### src/rcsa_pkg.sv
// ----------------------------------------------------------------------------
// rcsa_pkg
// Shared types and constants for the reference-counted slot allocator.
// ----------------------------------------------------------------------------
package rcsa_pkg;

  localparam int SLOT_COUNT = 256;
  localparam int SLOT_W     = $clog2(SLOT_COUNT);
  localparam int DEPTH_W    = SLOT_W + 1;
  localparam int HANDLE_W   = 32;
  localparam int COUNT_W    = 16;

  localparam logic [DEPTH_W-1:0] SLOT_LIMIT = DEPTH_W'(SLOT_COUNT);

  localparam logic signed [COUNT_W-1:0] COUNT_MAX = {1'b0, {(COUNT_W-1){1'b1}}};
  localparam logic signed [COUNT_W-1:0] COUNT_MIN = {1'b1, {(COUNT_W-1){1'b0}}};

  typedef enum logic [0:0] {
    OP_ALLOC  = 1'b0,
    OP_ADJUST = 1'b1
  } op_t;

  typedef enum logic [1:0] {
    ST_OK      = 2'd0,
    ST_FULL    = 2'd1,
    ST_UNALLOC = 2'd2
  } status_t;

  // Free stack requests from the execute stage
  typedef struct packed {
    logic              push;
    logic              pop;
    logic [SLOT_W-1:0] push_slot;
  } stack_ctrl_t;

  // Free stack view seen by the execute stage
  typedef struct packed {
    logic              empty;
    logic [SLOT_W-1:0] top;
  } stack_stat_t;

  // Slot table update from the execute stage
  typedef struct packed {
    logic                       wr_en;
    logic                       wr_handle;
    logic                       used;
    logic [SLOT_W-1:0]          addr;
    logic signed [COUNT_W-1:0]  count;
    logic [HANDLE_W-1:0]        handle;
  } table_wr_t;

endpackage

### src/rcsa_free_stack.sv
// ----------------------------------------------------------------------------
// rcsa_free_stack
// LIFO of freed slot numbers. The top two entries live in registers and the
// third one is prefetched from the memory every cycle, so a push or a pop can
// happen on every clock.
// ----------------------------------------------------------------------------
module rcsa_free_stack
  import rcsa_pkg::*;
(
  input  logic        clk,
  input  logic        rst,
  input  stack_ctrl_t ctrl,
  output stack_stat_t stat
);

  logic [SLOT_W-1:0]  mem [SLOT_COUNT];
  logic [DEPTH_W-1:0] depth;
  logic [DEPTH_W-1:0] depth_next;
  logic [DEPTH_W-1:0] rd_ptr;
  logic [SLOT_W-1:0]  top0;
  logic [SLOT_W-1:0]  top1;
  logic [SLOT_W-1:0]  rd_data;
  logic               push_ok;
  logic               pop_ok;

  // Qualify requests against the current fill
  assign push_ok = ctrl.push && (depth != SLOT_LIMIT);
  assign pop_ok  = ctrl.pop && (depth != '0);

  always_comb begin
    depth_next = depth;
    if (push_ok) begin
      depth_next = depth + 1'b1;
    end else if (pop_ok) begin
      depth_next = depth - 1'b1;
    end
  end

  // Prefetch the third entry from the next top
  assign rd_ptr = depth_next - DEPTH_W'(3);

  always_ff @(posedge clk) begin
    if (rst) begin
      depth <= '0;
    end else begin
      depth <= depth_next;
    end
  end

  // Memory holds every pushed entry; read is registered
  always_ff @(posedge clk) begin
    if (push_ok) begin
      mem[depth[SLOT_W-1:0]] <= ctrl.push_slot;
    end
    rd_data <= mem[rd_ptr[SLOT_W-1:0]];
  end

  // Shift the cached top entries
  always_ff @(posedge clk) begin
    if (push_ok) begin
      top0 <= ctrl.push_slot;
      top1 <= top0;
    end else if (pop_ok) begin
      top0 <= top1;
      top1 <= rd_data;
    end
  end

  assign stat.empty = (depth == '0);
  assign stat.top   = top0;

endmodule

### config.mk
export PLATFORM = sky130hd
export DESIGN_NAME = rcsa_free_stack
export DESIGN_NICKNAME = d
export VERILOG_FILES = /design/src/rcsa_pkg.sv /design/src/rcsa_free_stack.sv
export SDC_FILE = /design/constraint.sdc
export NUM_CORES = 2
export LEC_CHECK = 0
export BUFFER_PORTS_ARGS = -buffer_cell sky130_fd_sc_hd__buf_2
export CAP_MARGIN = 20
export CELL_PAD_IN_SITES_DETAIL_PLACEMENT = 2
export CELL_PAD_IN_SITES_GLOBAL_PLACEMENT = 2
export CORE_ASPECT_RATIO = 0.9
export CORE_MARGIN = 8
export CORE_UTILIZATION = 52
export CTS_BUF_LIST = sky130_fd_sc_hd__clkbuf_8
export CTS_CLUSTER_SIZE = 10
export DETAILED_ROUTE_END_ITERATION = 7
export GPL_TIMING_DRIVEN = 0
export PLACE_DENSITY = 0.78
export SLEW_MARGIN = 20
export SYNTH_ARGS = -nofsm -noshare
export SYNTH_HDL_FRONTEND = slang
export SYNTH_SLANG_ARGS = --single-unit
### constraint.sdc
create_clock -name clk -period 7.3 [get_ports clk]
set_input_delay 0.73 -clock clk [delete_from_list [all_inputs] [get_ports clk]]
set_output_delay 0.73 -clock clk [all_outputs]
set_load 0.01 [all_outputs]
==> flow_summary.toml, run 1 <==
[synth]
synthCells = 4349
synth_cell_types = 83
ys_ff_latch = 2081
yosys.area.top_type = "edfxtp_1"
ys_seq_area_share_pct = 75.7
yosys_warnings = 0
synth_ff_type = "edfxtp_1"
syn_avg_cell_area_sq_um = 18.9
syn-num-nets = 4367
synth_edf_count = 2064
synth_area_leaders = "edfxtp_1 (75%), mux4_2 (12%), nand2_1 (2.6%)"
postSynth.asyncResetShare_pct = 0
syn_area_sq_mm = 0.0823
synth_top_area_share_pct = 75.3

[placed_design]
gp_congestion = 0.979
dp_slack_ns = -2.31
dpl.hpwl_mm = 265
dp.cells = 6545
dpl_cell_area_sq_mm = 0.0872
portBuffers = 19

[clock_tree]
cts_buffers = 347
cts_root_buf = "clkbuf_8"
clock_path_buffers = 4
cts_sinks = 2081
ctsHtreeMaxLevel = 5

[grt]
antenna_found_initial = 126
grt_max_degree = 137

[sta]
worst_endpoint = "rd_data[1]$_DFF_P_/D"
worstEpCategory = "register data pin"

[floorplan]
die_h_um = 394
die_w_um = 435
start_util_pct = 52.3
placementRows = 138
ios = 21

[status]
first-error = "[ERROR DPL-0033] detailed placement checks failed during check placement."
outcome = "stopped before the end"
haltStage = "global routing (5_1_grt)"
==> stage by stage <==
| step | setup TNS [ns] | hold WS, ns |
|---|---|---|
| floorplan | 0 | 0.475 |
| detailed placement | -16.35 | 0.498 |
| global placement | -30.96 | 0.489 |
| CTS | -0.0223 | 0.0203 |
==> cells by family after synthesis <==
family | share of synthesized area (%)
compound gates | 2.31
xor+xnor | 0.126
fa+ha+maj | 0.0912
buf+inv | 2.05
flops | 75.7
mux | 13.7
simple gates | 6.07
==> Yosys cell counts, types with 6 or more instances <==
cell,instances
mux4_1,11
buf_6,42
mux2i_1,73
buf_8,7
nor3_1,12
clkbuf_1,118
buf_2,53
mux4_2,454
xor2_1,6
inv_1,6
nor2b_1,10
nor4_1,6
nand3_1,184
ha_1,6
a32oi_1,31
a31oi_1,57
o2111ai_1,6
buf_4,36
o21ai_0,17
and3_1,28
nand2_1,581
nand4_1,27
a22o_1,7
a311oi_1,20
dfxtp_1,17
a21oi_1,47
buf_1,11
edfxtp_1,2064
nor2_1,292
a22oi_1,11
==> timing repair <==
item,CTS
hold buffers,3
gates cloned,0
setup buffers,4
resized for setup,137
endpoints found under the setup margin,8
hold endpoints to repair,63
pin swaps,9
==> inputs of run 2 (changes only) <==
==> config.mk (replaced) <==
export PLATFORM = sky130hd
export DESIGN_NAME = rcsa_free_stack
export DESIGN_NICKNAME = d
export VERILOG_FILES = /design/src/rcsa_pkg.sv /design/src/rcsa_free_stack.sv
export SDC_FILE = /design/constraint.sdc
export NUM_CORES = 2
export LEC_CHECK = 0
export BUFFER_PORTS_ARGS = -buffer_cell sky130_fd_sc_hd__buf_2
export CAP_MARGIN = 20
export CORE_MARGIN = 8
export CORE_UTILIZATION = 40
export DETAILED_ROUTE_END_ITERATION = 7
export GPL_TIMING_DRIVEN = 0
export PLACE_DENSITY_LB_ADDON = 0.15
export SLEW_MARGIN = 20
export SYNTH_ARGS = -nofsm -noshare
export SYNTH_HDL_FRONTEND = slang
export SYNTH_SLANG_ARGS = --single-unit
==> flow_summary.toml, run 2 <==
[grt]
grt_max_degree = 122
grt_use_met1_pct = 38.8
gr-usage-met3_pct = 10.2
grt_pass1_wl_mm = 438
grt_busiest_layer = "met2"
grt_pass1_vias = 46300
met2_usage_pct = 42.9
grt.total_usage_pct = 29.6
overflow = 0
antenna_found_initial = 20

[sta]
slew_headroom_pct = 10.0
fin_ws_ns = -0.176
grt_setup_unrepaired = "yes"
period_minus_slack_ns = 7.48
tightestPinTransition_ns = 1.35
fmax_mhz = 134
finalCritPeriodShare_pct = 102
slew_viol_final = 0
hold_viol = 0
finalSetupViolations = 8
skew_ns = 0.0434

[synth]
synth_ff_type = "edfxtp_1"
yosys_warnings = 0
syn_area_sq_mm = 0.0823
syn-num-nets = 4367
ys_seq_area_share_pct = 75.7
synth_common_cells = "edfxtp_1 (2064), nand2_1 (581), mux4_2 (454), nor2_1 (292), nand3_1 (184)"
synth_area_leaders = "edfxtp_1 (75%), mux4_2 (12%), nand2_1 (2.6%)"
synth.most_common_cell = "edfxtp_1"
synthCells = 4349
synth_cell_types = 83
syn_avg_cell_area_sq_um = 18.9
synth_edf_count = 2064
yosys.area.top_type = "edfxtp_1"
ys_ff_latch = 2081
postSynth.asyncResetShare_pct = 0
synth_top_area_share_pct = 75.3

[final_layout]
fillCellCount = 17300
area_delta_synth_final_pct = 15.1
largest_reg_flops = 2048
final_cell_mix = "edfxtp_1 (2064), nand2_1 (581), mux4_2 (454)"
drive_gt1_share_pct = 23.6
final_common_cell = "edfxtp_1"
final_nets = 4679

[detailed_routing]
wl_mm = 337
dr.pass1.iters = 6
drt_iter0_drc = 8989
vias = 48900
via_per_inst = 6.47
antenna_left = 0
wl_per_cell_um = 44.6
drcViolationCount = 0

[worst_setup_path]
crit_arrival_ns = 8.22
start_kind = "flip-flop"
slowest_stage = "clkdlybuf4s15_2"
r2r_slack_ns = -0.18
cp_max_fo = 10
path_buf_inv = 13
crit_family = "buffers and inverters"
cp_data_required_time_ns = 8.05
path_class = "flip-flop to flip-flop"
end_kind = "flip-flop"
slowest_delay_ns = 0.59

[clock_tree]
cts.clk_slew.worst_paths_ns = 0.06
ctsHtreeMaxLevel = 4
cts_tree = "yes"
clock_path_buffers = 3
cts_buffers = 218
cts_sinks = 2081
insertion_delay_ns = 0.88
cts_root_buf = "clkbuf_16"
hold_buffers = 0

[floorplan]
die_h_um = 470
start_util_pct = 40.2
ios = 21
die_w_um = 470
dieArea_sq_mm = 0.221
core_sq_mm = 0.205
placementRows = 166

[placed_design]
dpl.hpwl_mm = 225
dp_slack_ns = -1.90
portBuffers = 19
gp_congestion = 0.982

[worst_hold_path]
hold_path.class = "input port to flip-flop"

[status]
outcome = "complete, but fails checks"
violations = "setup timing"

[job]
cap_viol_max_count = 0
==> run 2: final timing paths <==
check,from,end,depth (start not counted)
setup / recovery,depth[0]$_SDFF_PP0_,rd_data[3]$_DFF_P_,27
hold / removal,rst,depth[5]$_SDFF_PP0_,2
setup reg to reg,depth[0]$_SDFF_PP0_,rd_data[3]$_DFF_P_,27
hold reg to reg,rd_data[0]$_DFF_P_,top1[0]$_DFFE_PP_,2
==> run 2: cells by family after synthesis <==
group / synth area share [%]
flip-flops: 75.7
multiplexers: 13.7
adder cells (fa/ha/maj): 0.0912
AO/OA/AOI/OAI: 2.31
XOR/XNOR: 0.126
AND/OR/NAND/NOR: 6.07
buffers and inverters: 2.05
==> run 2: through the flow <==
stage | util, % | hold WS, ns | cell area [sq um] | instances | TNS, ns
6_report | 46.3 | 0.277 | 94800 | 7554 | -0.994
3_3_place_gp | 41.9 | 0.489 | 85800 | 7056 | -32.52
4_1_cts | 46.3 | 0.248 | 94700 | 7531 | 0
5_1_grt | 46.3 | 0.292 | 94800 | 7535 | -0.00479
3_5_place_dp | 42.9 | 0.488 | 87800 | 7127 | -12.64
2_1_floorplan | - | 0.475 | 82300 | 4349 | 0
==> run 2: cell type report <==
| cell class | instances | area, sq um | share of cell area (%) |
|---|---|---|---|
| timing repair buffer | 93 | 1920 | 2.03 |
| clock inverter | 123 | 945 | 0.996 |
| buffer | 270 | 1940 | 2.04 |
| sequential | 2081 | 62300 | 65.7 |
| tap | 2688 | 3360 | 3.55 |
| antenna | 22 | 55.1 | 0.0581 |
| multi-input combinational | 1990 | 18500 | 19.5 |
| inverter | 7 | 26.3 | 0.0277 |
| clock buffer | 280 | 5740 | 6.05 |
==> run 2: repair_timing <==
action / 4_1_cts / 5_1_grt
setup endpoints to repair: 8 / 8
pin swaps: 4 / 2
gates resized for setup: 67 / 27
setup buffers: 2 / 0
==> run 2: layer usage <==
layer  wire, um  share of wire (%)
met1     125000                 37
met2     145000                 43
met3      44000                 13
met4      23700                7.0
met5         36              0.011
Power of run 2 is left out: the tool's default activity adds up to more than one toggle a clock period on the data nets, which glitch-free logic cannot reach.
